File: src/rtl/alrf_pkg.sv
// Shared types and constants for the absolute-loader record framer.
// Holds the request, result and internal job formats used by the modules.
// No dependencies.
package alrf_pkg;

	// Command codes carried in the command field of a request.
	localparam logic CMD_START = 1'b0;
	localparam logic CMD_DATA  = 1'b1;

	// Fixed header bytes and the header length added to the data length.
	localparam logic [7:0]  HDR_BYTE0   = 8'h01;
	localparam logic [7:0]  HDR_BYTE1   = 8'h00;
	localparam logic [15:0] HDR_LENGTH  = 16'd6;

	// Default depth of the job queue between front and back.
	localparam int JOB_DEPTH_DEFAULT = 4;

	// Position of each byte within a header job, and within a data job.
	localparam logic [2:0] STEP_BYTE0  = 3'd0;
	localparam logic [2:0] STEP_BYTE1  = 3'd1;
	localparam logic [2:0] STEP_LEN_LO = 3'd2;
	localparam logic [2:0] STEP_LEN_HI = 3'd3;
	localparam logic [2:0] STEP_ADR_LO = 3'd4;
	localparam logic [2:0] STEP_ADR_HI = 3'd5;
	localparam logic [2:0] STEP_CHECK  = 3'd6;
	localparam logic [2:0] STEP_DATA   = 3'd0;
	localparam logic [2:0] STEP_DCHECK = 3'd1;

	typedef struct packed {
		logic        command;
		logic [15:0] load_address;
		logic [15:0] data_length;
		logic [7:0]  data_byte;
	} in_item_t;

	typedef struct packed {
		logic [7:0] out_byte;
		logic       record_end;
	} out_item_t;

	typedef enum logic {
		JOB_HEADER = 1'b0,
		JOB_DATA   = 1'b1
	} job_kind_t;

	// One unit of work for the back end: a header or a data byte,
	// optionally followed by the closing checksum.
	typedef struct packed {
		job_kind_t   kind;
		logic        close;
		logic [7:0]  checksum;
		logic [7:0]  data_byte;
		logic [15:0] rec_len;
		logic [15:0] load_address;
	} job_t;

endpackage

File: src/rtl/absolute_loader_record_framer.sv
// Absolute-loader record framer, top level.
// Depends on alrf_pkg, alrf_front, alrf_fifo and alrf_back.
//
// Usage: requests enter through a queue-style port (push, full, item) and
// framed bytes leave through another (empty, pop, result). A request is
// taken on a rising edge with push high and full low; the result byte on
// the result port is taken on a rising edge with pop high and empty low.
// A start request produces the six header bytes, plus the checksum byte
// when its data length is zero. A data request produces its byte, plus
// the checksum (record_end high) when it completes the record; data with
// no record open produces nothing.
// When the back end is otherwise idle, the first byte of a request is
// registered in the job queue and then in the result register.
// Throughput: one request per cycle while the job queue has room; the back
// end emits one byte per cycle while the receiver pops; a header job
// yields six or seven bytes and a data job one or two. The job queue
// between front and back (JOB_DEPTH entries) absorbs requests meanwhile.
// Reset clears the record state, the queue and the result-valid flag.
// When the receiver stalls, the result holds, the queue fills, and full
// rises to hold off further requests.
module absolute_loader_record_framer
	import alrf_pkg::*;
#(
	parameter int JOB_DEPTH = JOB_DEPTH_DEFAULT
) (
	input  logic      clk,
	input  logic      arst_n,
	input  logic      push,
	output logic      full,
	input  in_item_t  item,
	output logic      empty,
	input  logic      pop,
	output out_item_t result
);

	logic accept;
	logic job_valid;
	job_t front_job;
	logic job_avail;
	job_t head_job;
	logic job_done;

	assign accept = push && !full;

	// Request classification and record state.
	alrf_front u_front (
		.clk       (clk),
		.arst_n    (arst_n),
		.accept    (accept),
		.item      (item),
		.job_valid (job_valid),
		.job       (front_job)
	);

	// Job queue decoupling the two ends.
	alrf_fifo #(
		.DEPTH (JOB_DEPTH)
	) u_fifo (
		.clk    (clk),
		.arst_n (arst_n),
		.wr_en  (job_valid),
		.wr_job (front_job),
		.rd_en  (job_done),
		.full   (full),
		.avail  (job_avail),
		.rd_job (head_job)
	);

	// Byte serialiser and result register.
	alrf_back u_back (
		.clk       (clk),
		.arst_n    (arst_n),
		.job_avail (job_avail),
		.job       (head_job),
		.job_done  (job_done),
		.pop       (pop),
		.empty     (empty),
		.result    (result)
	);

endmodule

File: src/rtl/alrf_front.sv
// Front end of the record framer: accepts requests, tracks the open record
// and turns each request into at most one job for the back end.
// Depends on alrf_pkg.
module alrf_front
	import alrf_pkg::*;
(
	input  logic     clk,
	input  logic     arst_n,
	input  logic     accept,
	input  in_item_t item,
	output logic     job_valid,
	output job_t     job
);

	logic [15:0] remaining_q;
	logic [7:0]  sum_q;
	logic        open_q;

	logic [15:0] rec_len;
	logic [7:0]  hdr_sum;
	logic [7:0]  data_sum;
	logic        start_zero;
	logic        data_live;
	logic        data_last;

	// Record length (data length plus header length) and the sum of the six header bytes.
	assign rec_len  = item.data_length + HDR_LENGTH;
	assign hdr_sum  = HDR_BYTE0 + HDR_BYTE1 + rec_len[7:0] + rec_len[15:8]
		+ item.load_address[7:0] + item.load_address[15:8];
	assign data_sum = sum_q + item.data_byte;

	assign start_zero = (item.data_length == 16'd0);
	assign data_live  = open_q && (remaining_q != 16'd0);
	assign data_last  = (remaining_q == 16'd1);

	// Classify the request and build the job; stray data makes no job.
	always_comb begin
		job              = '0;
		job.rec_len      = rec_len;
		job.load_address = item.load_address;
		job.data_byte    = item.data_byte;
		job_valid        = 1'b0;
		if (item.command == CMD_START) begin
			job.kind     = JOB_HEADER;
			job.close    = start_zero;
			job.checksum = 8'd0 - hdr_sum;
			job_valid    = accept;
		end else begin
			job.kind     = JOB_DATA;
			job.close    = data_last;
			job.checksum = 8'd0 - data_sum;
			job_valid    = accept && data_live;
		end
	end

	// Record state, updated for each accepted start and each accepted data request in an open record.
	always_ff @(posedge clk or negedge arst_n) begin
		if (!arst_n) begin
			remaining_q <= '0;
			sum_q       <= '0;
			open_q      <= 1'b0;
		end else if (accept) begin
			if (item.command == CMD_START) begin
				remaining_q <= item.data_length;
				sum_q       <= start_zero ? 8'd0 : hdr_sum;
				open_q      <= !start_zero;
			end else if (data_live) begin
				remaining_q <= remaining_q - 16'd1;
				sum_q       <= data_last ? 8'd0 : data_sum;
				open_q      <= !data_last;
			end
		end
	end

endmodule

File: src/rtl/alrf_fifo.sv
// Short job queue between the front and back ends of the record framer.
// Register-based, one write and one read per cycle. Depends on alrf_pkg.
module alrf_fifo
	import alrf_pkg::*;
#(
	parameter int DEPTH = JOB_DEPTH_DEFAULT
) (
	input  logic clk,
	input  logic arst_n,
	input  logic wr_en,
	input  job_t wr_job,
	input  logic rd_en,
	output logic full,
	output logic avail,
	output job_t rd_job
);

	localparam int PTR_W = (DEPTH > 1) ? $clog2(DEPTH) : 1;
	localparam int CNT_W = $clog2(DEPTH + 1);

	job_t             mem_q [DEPTH];
	logic [PTR_W-1:0] wr_ptr_q;
	logic [PTR_W-1:0] rd_ptr_q;
	logic [CNT_W-1:0] count_q;

	assign full   = (count_q == CNT_W'(DEPTH));
	assign avail  = (count_q != '0);
	assign rd_job = mem_q[rd_ptr_q];

	// Storage is written at the tail only.
	always_ff @(posedge clk) begin
		if (wr_en) begin
			mem_q[wr_ptr_q] <= wr_job;
		end
	end

	// Pointers and fill count.
	always_ff @(posedge clk or negedge arst_n) begin
		if (!arst_n) begin
			wr_ptr_q <= '0;
			rd_ptr_q <= '0;
			count_q  <= '0;
		end else begin
			if (wr_en) begin
				wr_ptr_q <= (wr_ptr_q == PTR_W'(DEPTH - 1)) ? '0 : wr_ptr_q + 1'b1;
			end
			if (rd_en) begin
				rd_ptr_q <= (rd_ptr_q == PTR_W'(DEPTH - 1)) ? '0 : rd_ptr_q + 1'b1;
			end
			if (wr_en && !rd_en) begin
				count_q <= count_q + 1'b1;
			end else if (rd_en && !wr_en) begin
				count_q <= count_q - 1'b1;
			end
		end
	end

endmodule

File: src/rtl/alrf_back.sv
// Back end of the record framer: expands each queued job into its bytes,
// one per cycle unless stalled, into the result register. Needs alrf_pkg.
module alrf_back
	import alrf_pkg::*;
(
	input  logic      clk,
	input  logic      arst_n,
	input  logic      job_avail,
	input  job_t      job,
	output logic      job_done,
	input  logic      pop,
	output logic      empty,
	output out_item_t result
);

	logic [2:0] step_q;
	logic       out_valid_q;
	out_item_t  out_q;

	logic       load;
	logic [2:0] last_step;
	logic       at_last;
	logic [7:0] next_byte;

	// A new byte moves into the result register when it is free or drained.
	assign load    = job_avail && (!out_valid_q || pop);
	assign at_last = (step_q == last_step);
	assign job_done = load && at_last;

	assign empty  = !out_valid_q;
	assign result = out_q;

	// Byte selection for the current step of the job.
	always_comb begin
		next_byte = job.checksum;
		last_step = STEP_DATA;
		unique case (job.kind)
			JOB_HEADER: begin
				last_step = job.close ? STEP_CHECK : STEP_ADR_HI;
				unique case (step_q)
					STEP_BYTE0:  next_byte = HDR_BYTE0;
					STEP_BYTE1:  next_byte = HDR_BYTE1;
					STEP_LEN_LO: next_byte = job.rec_len[7:0];
					STEP_LEN_HI: next_byte = job.rec_len[15:8];
					STEP_ADR_LO: next_byte = job.load_address[7:0];
					STEP_ADR_HI: next_byte = job.load_address[15:8];
					default:     next_byte = job.checksum;
				endcase
			end
			JOB_DATA: begin
				last_step = job.close ? STEP_DCHECK : STEP_DATA;
				next_byte = (step_q == STEP_DATA) ? job.data_byte : job.checksum;
			end
			default: begin
				last_step = STEP_DATA;
				next_byte = job.checksum;
			end
		endcase
	end

	// Step counter and result-valid flag.
	always_ff @(posedge clk or negedge arst_n) begin
		if (!arst_n) begin
			step_q      <= '0;
			out_valid_q <= 1'b0;
		end else begin
			if (load) begin
				step_q      <= at_last ? 3'd0 : step_q + 3'd1;
				out_valid_q <= 1'b1;
			end else if (pop) begin
				out_valid_q <= 1'b0;
			end
		end
	end

	// Result payload.
	always_ff @(posedge clk) begin
		if (load) begin
			out_q.out_byte   <= next_byte;
			out_q.record_end <= at_last && job.close;
		end
	end

	// The step counter never runs past the checksum of a header.
	a_step_bound: assert property (@(posedge clk) disable iff (!arst_n)
		step_q <= STEP_CHECK)
		else $error("alrf_back: step counter out of range");

	// A job is only retired while one is waiting.
	a_done_avail: assert property (@(posedge clk) disable iff (!arst_n)
		job_done |-> job_avail)
		else $error("alrf_back: job retired from an empty queue");

	// A job part-way through stays at the head of the queue.
	a_mid_job: assert property (@(posedge clk) disable iff (!arst_n)
		step_q != 3'd0 |-> job_avail)
		else $error("alrf_back: job lost while being expanded");

	// A result held back by the receiver does not change.
	a_hold: assert property (@(posedge clk) disable iff (!arst_n)
		out_valid_q && !pop |=> out_valid_q && $stable(out_q))
		else $error("alrf_back: stalled result changed");

endmodule
File: config.mk
export PLATFORM = sky130hd
export DESIGN_NAME = absolute_loader_record_framer
export DESIGN_NICKNAME = d
export VERILOG_FILES = /design/src/rtl/alrf_pkg.sv /design/src/rtl/absolute_loader_record_framer.sv /design/src/rtl/alrf_front.sv /design/src/rtl/alrf_fifo.sv /design/src/rtl/alrf_back.sv
export SDC_FILE = /design/constraint.sdc
export NUM_CORES = 1
export LEC_CHECK = 0
export BUFFER_PORTS_ARGS = -buffer_cell sky130_fd_sc_hd__clkbuf_2
export CAP_MARGIN = 20
export CORE_MARGIN = 1.5
export CORE_UTILIZATION = 50
export DETAILED_ROUTE_END_ITERATION = 7
export PLACE_DENSITY = 0.7
export SLEW_MARGIN = 20
export SYNTH_ARGS = -nofsm -noshare
export SYNTH_HDL_FRONTEND = slang
export SYNTH_SLANG_ARGS = --single-unit
File: constraint.sdc
create_clock -name clk -period 4.3 [get_ports clk]
set_input_delay 1.075 -clock clk [delete_from_list [all_inputs] [get_ports clk]]
set_output_delay 1.075 -clock clk [all_outputs]
set_load 0.05 [all_outputs]
## Word-level counts from Yosys, hierarchy flattened

Memory sizes are Yosys's and may differ from the RTL's.
Index checks and enable logic that the tools add are counted.

| operators by class | value |
|---|---|
| bitwise operators | 1 |
| mux-type cells | 25 |
| $add $sub $neg | 14 |
| reductions and logical operators | 22 |
| eq/ne operators | 11 |

Operators by type and width:

| kind | number |
|---|---|
| 8-bit case mux with 6 select lines | 1 |
| 8-bit two-way mux | 5 |
| 8-bit adder | 4 |
| 16-bit two-way mux | 2 |
| 16-bit by 3-bit adder with 16-bit output, second input constant | 1 |
| 16-bit by 1-bit equality test with 1-bit output, second input constant | 1 |
| 16-bit logical NOT | 1 |
| 8-bit case mux with 2 select lines | 1 |
| 16-bit nonzero test | 1 |
| 1-bit by 8-bit subtractor with 8-bit output, first input constant | 2 |
| 16-bit by 1-bit subtractor with 16-bit output, second input constant | 1 |
| 10-bit two-way mux | 1 |
| 3-bit equality test, second input constant | 3 |
| 3-bit two-way mux | 3 |
| 1-bit by 8-bit adder with 8-bit output, first input constant | 1 |
| 1-bit logical AND | 8 |
| 1-bit two-way mux | 8 |
| 3-bit by 1-bit adder with 3-bit output, second input constant | 2 |
| 3-bit by 2-bit equality test with 1-bit output, second input constant | 2 |
| 1-bit logical NOT | 6 |
| 2-bit two-way mux | 3 |
| 3-bit case mux with 2 select lines | 1 |
| 2-bit by 1-bit adder with 2-bit output, second input constant | 2 |
| 2-bit equality test, second input constant | 2 |
| 10 further kinds | 11 |

| storage, ports and cells | value |
|---|---|
| output and inout port bits | 11 |
| bits of input ports | 45 |
| flip-flop bits (word level) | 45 |
| memory bits (writable) | 200 |
| memories | 1 |
| logic and storage cells | 84 |

Memory list:

| name | words | bits a word | read ports | clocked after Yosys merged registers in | write ports | line | source |
|---|---|---|---|---|---|---|---|
| u_fifo.mem_q | 4 | 50 | 1 | 0 | 1 | alrf_fifo.sv:21 | `job_t mem_q [DEPTH];` |

## Longest topological paths before layout

Gate-level depths: netlist of the first run.

| logic depth | value |
|---|---|
| depth in word-level cells | 9 |
| gate-level depth with buffers | 16 |
| gate-level depth less buffers | 16 |

## Hierarchy

From an unflattened synthesis of the first run, not the netlist that was laid out.

| unflattened totals | value |
|---|---|
| cells, all modules | 795 |
| area, all modules | 11984.0 um^2 |

Modules (own cells, without submodules):

| module | cells each | seq. area each (um^2) | times used | area an instance (um^2) |
|---|---|---|---|---|
| alrf_fifo | 299 | 6180.9 | 1 | 7693.6 |
| alrf_front | 389 | 625.6 | 1 | 3219.3 |
| alrf_back | 106 | 370.4 | 1 | 1057.3 |
| absolute_loader_record_framer | 1 | 0.0 | 1 | 13.8 |

## Worst setup path after synthesis of the first run

No wires, ideal clock.

| timing | value |
|---|---|
| path kind | input port to flip-flop |
| start point | input port item[9] (netlist name) |
| end point | memory u_fifo.mem_q[0][47] (netlist name) (data pin) |
| buffers on the path | 0 |
| path slack | -0.113 ns |
| data required time | 4.028 ns |
| stages on the path | 16 |
| data arrival time | 4.141 ns |
| cell sequence | inv_1 ha_1 nor3b_2 nand2_1 xor2_1 fa_1 inv_1 ha_1 fa_1 a211oi_1 o21bai_1 a21oi_1 xor2_1 xnor2_1 mux2i_1 xnor2_1 |

RTL lines:

| what | line | source |
|---|---|---|
| start, declared | absolute_loader_record_framer.sv:30 | `input in_item_t item,` |
| end, declared | alrf_fifo.sv:21 |  |

==> out/metrics.csv, run 1 <==
metric,value,unit
hold_path.class,reg -> reg,
crit_arrival,4.45,ns
power_leakage,4.93,nW
drive_gt1_share,27.7,%
hold_viol,0,
synthDistinctLibCells,67,
grt_pass1_vias,7042,
syn_avg_cell_area,15.3,um^2
placed_cell_area,12500,um^2
ctsRootBufferMaster,clkbuf_16,
synth_edf_count,209,
synth_warnings,0,
syn_inst,749,
syn_nets,840,
status,"complete, no violations",
yosys.area.top_type,edfxtp_1,
required,4.56,ns
dp_hpwl,17.6,mm
tritoncts,yes,
die_w,155,um
initial_core_util,50.9,%
synth_top_area_share,54.6,%
tightest_slew,0.834,ns
ant_nets,0,
path_max_fanout,5,
final_area,13400,um^2
regArea,7180,um^2
grt_max_degree,51,
drv_cap,0,
cp-end-kind,register,
clock_latency,0.53,ns
die_area,23900,um^2
crit_path_start_kind,input port,
synth-seq-cells,245,
io_buffers,55,
synth-adder-area-share,6.05,%
cts_buffers,26,
vias,6881,
synth_top_family_by_area,multiplexers,
post-route-period-util,97.3,%
setup_viol,0,
drtIter0Drc,540,
ys_seq_area_share,62.4,%
synth-xor-area-share,3.46,%
muxShareOfSynthArea,10.7,%
synth_area,11500,um^2
path_clk_slew,0.06,ns
place.gp.congestion,0.881,
core_region_area,22600,um^2
yosys.area_share.simple,6.42,%
antenna_cells,0,
ioPinCount,56,
dp_slack,-0.630,ns
fmax,239,MHz
synthArstFlopShare,14.7,%
synth_area_leaders,"edfxtp_1, mux4_2, dfrtp_1",
slew_headroom,44.4,%
viasPerCell,5.90,
multi_input_area,4030,um^2
power_density,702,nW/um^2
crit_type,in -> reg,
area_growth,16.6,%
wirelength,25.6,mm
die_h,155,um
fillCellCount,1687,
whs,0.491,ns
grt_pass1_wl,39.8,mm
dp_cells,1117,
drcViolationCount,0,
nNetsFinal,954,
setup_tns,0,ns
skew,0.00975,ns
period_needed,4.19,ns
clock_path_buffers,3,
final_cells,1166,
slew_viol_final,0,
worst_ir_drop_vdd,0.327,mV
grt_overflow,0,
synth_compound_area_share,7.71,%
grt_use_total,21.8,%
first_pass_iters,5,
cts.sinks,245,
wl_per_cell,22.0,um
htreeDepth,1,
antenna_found_initial,0,
fin_ws,0.115,ns
ys.flop_type,edfxtp_1,
rows,55,
[timing repair]
action                     CTS  global route
setup buffers                0             2
resized for setup            3            10
cloned                       0             0
hold buffers                 0             0
pin swaps                    1             6
setup endpoints to repair    8            13
[cell type report]
type / instances / area share [%]
clock inverter: 16 / 0.859
sequential: 245 / 53.6
tap: 285 / 2.66
timing repair buffer: 116 / 5.99
multi-input combinational: 417 / 30.1
clock buffer: 30 / 5.20
inverter: 57 / 1.62
[synth_stat cells (5+ instances only)]
| master | instances |
|---|---|
| edfxtp_1 | 209 |
| a2111oi_0 | 8 |
| fa_1 | 16 |
| ha_1 | 30 |
| dfrtp_1 | 36 |
| nor3_1 | 6 |
| a32o_1 | 7 |
| a31oi_1 | 8 |
| a21o_1 | 5 |
| and2_1 | 6 |
| mux2i_1 | 6 |
| nand3_1 | 16 |
| a22oi_1 | 5 |
| xor2_1 | 21 |
| buf_2 | 8 |
| o22ai_1 | 12 |
| xnor2_1 | 20 |
| clkbuf_1 | 14 |
| mux4_2 | 50 |
| nor2_1 | 30 |
| nor4_1 | 8 |
| nand2_1 | 39 |
| o21ai_0 | 28 |
| inv_1 | 57 |
| a21oi_1 | 23 |
[sequential cells by signal (all words and copies together), names as in the netlist]
| signal | count |
|---|---|
| u_fifo.rd_ptr_q | 2 |
| u_front.sum_q | 8 |
| u_fifo.count_q | 3 |
| u_fifo.mem_q | 200 |
| u_fifo.wr_ptr_q | 2 |
| u_back.step_q | 3 |
| u_front.remaining_q | 16 |
| u_back.result | 9 |
| u_back.out_valid_q | 1 |
| u_front.open_q | 1 |
[layer usage]
metal / wire (um) / global-route usage [%]
met5: 0 / 0
met4: 482 / 5.95
met3: 1380 / 2.49
met2: 12600 / 36.1
met1: 11100 / 31.0
[where the power goes]
group,switching (mW),internal (mW)
sequential,0.333,3.31
combinational,2.10,1.55
clock,0.895,1.22
total,3.33,6.08
[critical path, stage by stage]
cell	delay [ns]
clkbuf_2	0.11
clkinvlp_4	0.11
ha_4	0.18
buf_4	0.15
xor2_2	0.16
fa_1	0.51
fa_1	0.53
inv_1	0.05
ha_2	0.33
a211oi_2	0.28
o21bai_1	0.12
a21oi_2	0.13
xor2_1	0.19
xnor2_1	0.17
mux2i_1	0.14
xnor2_2	0.19
[worst paths after layout]
kind,end,cells past startpoint,from,slack [ns]
max reg2reg,u_fifo.count_q[1]$_DFFE_PN0P_,10,u_fifo.rd_ptr_q[0]$_DFFE_PN0P_,0.82
min in group asynchronous,u_back.step_q[2]$_DFFE_PN0P_,1,arst_n,0.52
max in group asynchronous,u_front.open_q$_DFFE_PN0P_,2,arst_n,3.28
min,u_front.sum_q[0]$_DFFE_PN0P_,2,u_front.sum_q[0]$_DFFE_PN0P_,0.49
max,u_fifo.mem_q[2][47]$_DFFE_PP_,16,item[9],0.11
min reg2reg,u_front.sum_q[0]$_DFFE_PN0P_,2,u_front.sum_q[0]$_DFFE_PN0P_,0.49
[cells in the final DEF, fill, tap and decap left out, types with 4 or more instances in the layout]
cell	netlist	final
edfxtp_1	209	209
inv_1	57	56
buf_4	3	56
clkbuf_2	0	55
mux4_2	50	50
nand2_1	39	39
dfrtp_1	36	34
nor2_1	30	30
ha_1	30	28
clkbuf_16	0	27
o21ai_0	28	26
a21oi_1	23	21
xor2_1	21	19
xnor2_1	20	18
nand3_1	16	16
fa_1	16	14
o22ai_1	12	12
a2111oi_0	8	8
a31oi_1	8	8
nor4_1	8	8
a32o_1	7	7
clkinv_1	0	7
nor3_1	6	6
mux2i_1	6	6
a22oi_1	5	5
a21o_1	5	5
a22o_1	4	4
nand2b_1	4	4
o21ai_1	3	4
and2_2	0	4
a221oi_1	4	4
mux2_2	4	4
nor2b_1	4	4
o21bai_1	4	4
buf_12	0	4
[stage by stage]
stage	power (mW)	util, %
2_1_floorplan	6.15	-
3_3_place_gp	7.13	55.3
3_5_place_dp	7.29	55.3
4_1_cts	9.41	59.0
5_1_grt	9.89	59.4
6_report	9.41	59.4
[kinds of logic (layout without fill, tap and decap cells)]
group                      after synthesis  after routing
adders and majority gates               46             46
DFF                                    245            245
xor gates and xnor gates                43             43
buffers and inverters                   87            219
and+or+nand+nor                        137            137
muxes                                   60             60
AOI/OAI and AO/OA                      131            131
Note: power is estimated with default switching activity, not from simulation.
==> run 2: changes to the inputs <==
--- a/config.mk
+++ b/config.mk
@@ -10,7 +10,7 @@
 export CORE_MARGIN = 1.5
 export CORE_UTILIZATION = 50
 export DETAILED_ROUTE_END_ITERATION = 7
-export PLACE_DENSITY = 0.7
+export PLACE_DENSITY = 0.73
 export SLEW_MARGIN = 20
 export SYNTH_ARGS = -nofsm -noshare
 export SYNTH_HDL_FRONTEND = slang
==> out/metrics.csv, run 2 (synthesized netlist as in run 1, its figures left out) <==
metric,value,unit,change
dp_hpwl,17.6,mm,+0.49%
crit_start,item[9],,
total_power,9.58,mW,+1.8%
path_depth,16,,unchanged
ioPinCount,56,,unchanged
tritoncts,yes,,
switching_share,34.5,%,-0.82 points
power_leakage,5.00,nW,+1.3%
post-route-period-util,97.7,%,+0.38 points
crit_slowest_cell,fa_1,,
period_needed,4.20,ns,+0.0161 ns
grt_max_degree,51,,unchanged
die_h,155,um,unchanged
whs,0.480,ns,-0.0104 ns
antenna_found_initial,0,,unchanged
htreeDepth,1,,unchanged
drv_cap,0,,unchanged
core_region_area,22600,um^2,unchanged
slew_viol_final,0,,unchanged
crit_buf_inv,4,,unchanged
timing.rr.start,u_fifo.rd_ptr_q[0]$_DFFE_PN0P_,,
die_w,155,um,unchanged
drtIter0Drc,490,,-9.3%
viasPerCell,5.85,,-0.93%
crit_chain,buf_4 > clkinvlp_4 > ha_4 > buf_4 > xor2_2 > fa_1 > fa_1 > inv_1 > ha_1 > a211oi_2 > o21bai_1 > a21oi_1 > xor2_1 > xnor2_1 > mux2i_1 > xnor2_2,,
combPwrFrac,38.4,%,-0.4 points
holdPathStages,2,,unchanged
fmax,238,MHz,-0.38%
top_register,u_fifo.mem_q,,
initial_core_util,50.9,%,unchanged
fillCellCount,1716,,+1.7%
grt_overflow,0,,unchanged
final_area,13500,um^2,+0.76%
multi_input_area,4020,um^2,-0.40%
path_max_fanout,5,,unchanged
ctsRootBufferMaster,clkbuf_16,,
slew_headroom,39.2,%,-5.2 points
status,"complete, no violations",,
grt_use_total,21.8,%,about the same
power_density,709,nW/um^2,+0.99%
required,4.57,ns,about the same
setup_tns,0,ns,unchanged
final_cell_mix,"edfxtp_1, buf_4, inv_1",,
die_area,23900,um^2,unchanged
path_clk_slew,0.06,ns,about the same
vias,6858,,-0.33%
crit_family,adder cells,,
placed_cell_area,12600,um^2,+0.52%
hold_viol,0,,unchanged
area_growth,17.5,%,
first_pass_iters,5,,unchanged
largest_reg_flops,200,,unchanged
cts.sinks,245,,unchanged
skew,0.0190,ns,+0.00924 ns
drive_gt1_share,28.3,%,+0.57 points
crit_path_start_kind,input port,,
drcViolationCount,0,,unchanged
setup_viol,0,,unchanged
tightest_slew,0.913,ns,+0.0781 ns
regArea,7180,um^2,unchanged
ant_nets,0,,unchanged
io_buffers,55,,unchanged
cp-end-kind,register,,
pwr-share-seq,38.1,%,-0.6 points
grt_pass1_vias,6845,,-2.8%
cts_hold_buf,0,,unchanged
nNetsFinal,961,,+0.73%
clock_latency,0.53,ns,about the same
hold_path.class,reg -> reg,,
hp-start,u_front.sum_q[0]$_DFFE_PN0P_,,
wirelength,25.2,mm,-1.4%
critPathMaxStageDelay,0.51,ns,-0.02 ns
p_int,6.27,mW,+3.0%
reg2regPathDepth,10,,unchanged
clockPowerShare,23.5,%,+1.0 points
rows,55,,unchanged
cts_buffers,26,,unchanged
power_switching,3.31,mW,-0.60%
crit_type,in -> reg,,
mostFrequentLayoutCell,edfxtp_1,,
place.gp.congestion,0.861,,-2.3%
crit_arrival,4.47,ns,+0.02 ns
antenna_cells,0,,unchanged
grt_pass1_wl,39.6,mm,-0.49%
clock_path_buffers,3,,unchanged
worst_ir_drop_vdd,0.475,mV,+45%
wl_per_cell,21.5,um,-2.0%
-- run 2: cell types whose count changed in the layout (fill, tap and decap cells not counted), sizes merged --
cell,delta
bufinv,+1
clkinv,-3
clkinvlp,-2
clkbuf,+5
buf,+9
inv,-3
-- run 2: final timing paths --
check / endpoint / slack, ns
max in group asynchronous: u_fifo.rd_ptr_q[0]$_DFFE_PN0P_ / 2.97
min reg2reg: u_front.sum_q[0]$_DFFE_PN0P_ / 0.48
min: u_front.sum_q[0]$_DFFE_PN0P_ / 0.48
max reg2reg: u_fifo.count_q[1]$_DFFE_PN0P_ / 0.84
min in group asynchronous: u_fifo.rd_ptr_q[0]$_DFFE_PN0P_ / 0.67
max: u_fifo.mem_q[0][47]$_DFFE_PP_ / 0.1
-- run 2: area by class of cell --
cell class / count / share of cell area, %
Tap cell: 285 / 2.64
Clock inverter: 9 / 0.889
Inverter: 57 / 1.61
Clock buffer: 37 / 5.64
Timing Repair Buffer: 123 / 6.30
Sequential cell: 245 / 53.2
Multi-Input combinational cell: 417 / 29.7
-- run 2: worst reg2reg max path, cell delays in order (launching register included) --
cell	delay (ns)
dfrtp_4	0.61
mux4_2	0.73
inv_1	0.11
ha_1	0.24
xor2_1	0.16
nor4_2	0.37
inv_1	0.15
ha_1	0.24
inv_1	0.07
fa_1	0.40
mux2_2	0.26
-- run 2: repair_timing --
item / CTS / global route
resized for setup: 0 / 9
buffers inserted: 0 / 3
endpoints found under the setup margin: 0 / 10
-- run 2: power groups by stage --
stage	Combinational, mW	Clock (mW)	Sequential (mW)
2_1_floorplan	2.43	0	3.72
3_3_place_gp	3.58	0	3.67
3_5_place_dp	3.65	0	3.69
4_1_cts	3.67	2.29	3.65
5_1_grt	4.01	2.38	3.71
6_report	3.68	2.25	3.65
-- run 2: metal layers --
metal	global-route usage, %	share of wire [%]
met5	0	0
met4	4.17	1.5
met3	4.23	6.4
met2	35.5	48
met1	31.2	44
-- run 2: stage by stage --
stage          utilization, %  cells  setup slack [ns]
2_1_floorplan               -    749           0.00424
3_3_place_gp             55.6   1124            -0.464
3_5_place_dp             55.6   1124            -0.462
4_1_cts                  59.5   1170            0.0562
5_1_grt                  59.8   1173          -0.00165
6_report                 59.8   1173            0.0986
==> run 3: changes to the inputs <==
==> constraint.sdc (replaced) <==
create_clock -name clk -period 4.3 [get_ports clk]
set_input_delay 0.215 -clock clk [delete_from_list [all_inputs] [get_ports clk]]
set_output_delay 0.215 -clock clk [all_outputs]
set_load 0.05 [all_outputs]
==> out/metrics.csv, run 3 (synthesized netlist as in run 1, its figures left out) <==
metric,value,unit,change
status,"complete, no violations",,
grt_pass1_wl,38.5,mm,-2.6%
clock_latency,0.53,ns,about the same
first_pass_iters,5,,unchanged
setup_viol,0,,unchanged
crit_top_cell,fa_1,,
antenna_cells,0,,unchanged
whs,0.0497,ns,-0.430 ns
core_region_area,22600,um^2,unchanged
cts_buffers,26,,unchanged
reg2reg_slack,0.76,ns,-0.08 ns
crit_slowest_cell,dlygate4sd3_1,,
dp_hpwl,17.1,mm,-3.1%
mostFrequentLayoutCell,edfxtp_1,,
drv_cap,0,,unchanged
drcViolationCount,0,,unchanged
clock_path_buffers,3,,unchanged
rows,55,,unchanged
skew,0.0110,ns,-0.00799 ns
die_w,155,um,unchanged
ioPinCount,56,,unchanged
drive_gt1_share,22.0,%,-6.2 points
slew_viol_final,0,,unchanged
setup_tns,0,ns,unchanged
cts.sinks,245,,unchanged
initial_core_util,50.9,%,unchanged
nNetsFinal,934,,-2.8%
postCtsSetupBuffers,0,,unchanged
slew_headroom,39.2,%,about the same
path_max_fanout,5,,unchanged
required,4.64,ns,+0.07 ns
top_register,u_fifo.mem_q,,
vias,6799,,-0.86%
grt_max_degree,51,,unchanged
power_density,700,nW/um^2,-1.3%
cts_hold_buf,27,,+27
die_area,23900,um^2,unchanged
drtIter0Drc,499,,+1.8%
crit_type,in -> reg,,
crit_chain,dlygate4sd3_1 > clkbuf_2 > fa_1 > inv_1 > fa_1 > inv_1 > ha_1 > fa_1 > a211oi_1 > o21bai_1 > a21oi_1 > xor2_1 > xnor2_1 > mux2i_1 > xnor2_1,,
period_needed,3.59,ns,-0.614 ns
post-route-period-util,83.4,%,-14 points
die_h,155,um,unchanged
hold_viol,0,,unchanged
grt_use_total,21.4,%,-0.41 points
path_clk_slew,0.06,ns,about the same
grt_setup_unrepaired,no,,
final_cell_mix,"edfxtp_1, inv_1, clkbuf_2",,
tightest_slew,0.912,ns,-0.000350 ns
critPathMaxStageDelay,0.53,ns,+0.02 ns
wirelength,24.9,mm,-1.3%
hold_path.class,in -> reg,,
antenna_found_initial,0,,unchanged
crit_arrival,3.92,ns,-0.55 ns
tritoncts,yes,,
wl_per_cell,21.7,um,+0.97%
ant_nets,0,,unchanged
ctsRootBufferMaster,clkbuf_16,,
io_buffers,55,,unchanged
grt_overflow,0,,unchanged
htreeDepth,1,,unchanged
worst_ir_drop_vdd,0.387,mV,-18%
crit_path_start_kind,input port,,
largest_reg_flops,200,,unchanged
cts_resized,0,,unchanged
place.gp.congestion,0.813,,-5.6%
fmax,279,MHz,+17%
power_leakage,4.84,nW,-3.2%
area_growth,15.7,%,
grt_pass1_vias,6635,,-3.1%
viasPerCell,5.93,,+1.4%
cp-end-kind,register,,
run 3: cell types whose count changed in the layout (fill, tap and decap cells not counted), sizes merged, moves of 6 or more:
cell	before	now
clkbuf	90	83
dlygate4sd3	0	27
clkinv	7	13
buf	70	15
run 3: cell type report:
cell class	instances	area, um^2
Fill cell	1705	9270
Sequential cell	245	7180
Multi-Input combinational cell	417	3950
Timing Repair Buffer	96	726
Clock buffer	29	682
Tap cell	285	357
Inverter	57	214
Clock inverter	18	186
run 3: path summary, 6_finish.rpt:
| path | to | cells past startpoint | start |
|---|---|---|---|
| min | u_front.remaining_q[12]$_DFFE_PN0P_ | 3 | item[20] |
| min in group asynchronous | u_back.out_valid_q$_DFFE_PN0P_ | 2 | arst_n |
| max reg2reg | u_fifo.count_q[1]$_DFFE_PN0P_ | 10 | u_fifo.rd_ptr_q[0]$_DFFE_PN0P_ |
| max in group asynchronous | u_fifo.rd_ptr_q[0]$_DFFE_PN0P_ | 2 | arst_n |
| min reg2reg | u_fifo.count_q[2]$_DFFE_PN0P_ | 1 | u_fifo.count_q[2]$_DFFE_PN0P_ |
| max | u_fifo.mem_q[0][47]$_DFFE_PP_ | 15 | item[25] |
run 3: where the power goes:
part	internal [mW]	switching [mW]	leakage, nW	total [mW]
Combinational	1.42	2.03	2.07	3.45
Sequential	3.31	0.325	2.34	3.63
Clock	1.32	0.902	0.428	2.23
run 3: metrics by stage:
step	total power [mW]	worst slack, ns	instance area, um^2	utilization [%]	instances
floorplan	6.15	0.747	11500	-	749
global placement	7.03	0.359	12200	53.9	1073
detailed placement	7.11	0.292	12200	53.9	1073
CTS	9.37	0.714	13300	58.9	1147
global route	9.82	0.508	13300	58.9	1147
finish	9.31	0.712	13300	58.9	1147
run 3: worst max-delay path, delay by kind of cell:
family | cells | cell delay [ns]
compound gates | 3 | 0.50
xor+xnor | 3 | 0.61
fa+ha+maj | 4 | 1.68
buf+inv | 4 | 0.80
mux | 1 | 0.11
run 3: per-layer routing:
| layer | global-route usage, % | vias to the layer above | wire length [um] |
|---|---|---|---|
| met5 | 0 | - | 0 |
| met4 | 5.22 | 0 | 478 |
| met3 | 4.46 | 40 | 1630 |
| met2 | 35.3 | 218 | 12100 |
| met1 | 29.5 | 3457 | 10700 |
| li1 | - | 3084 | - |
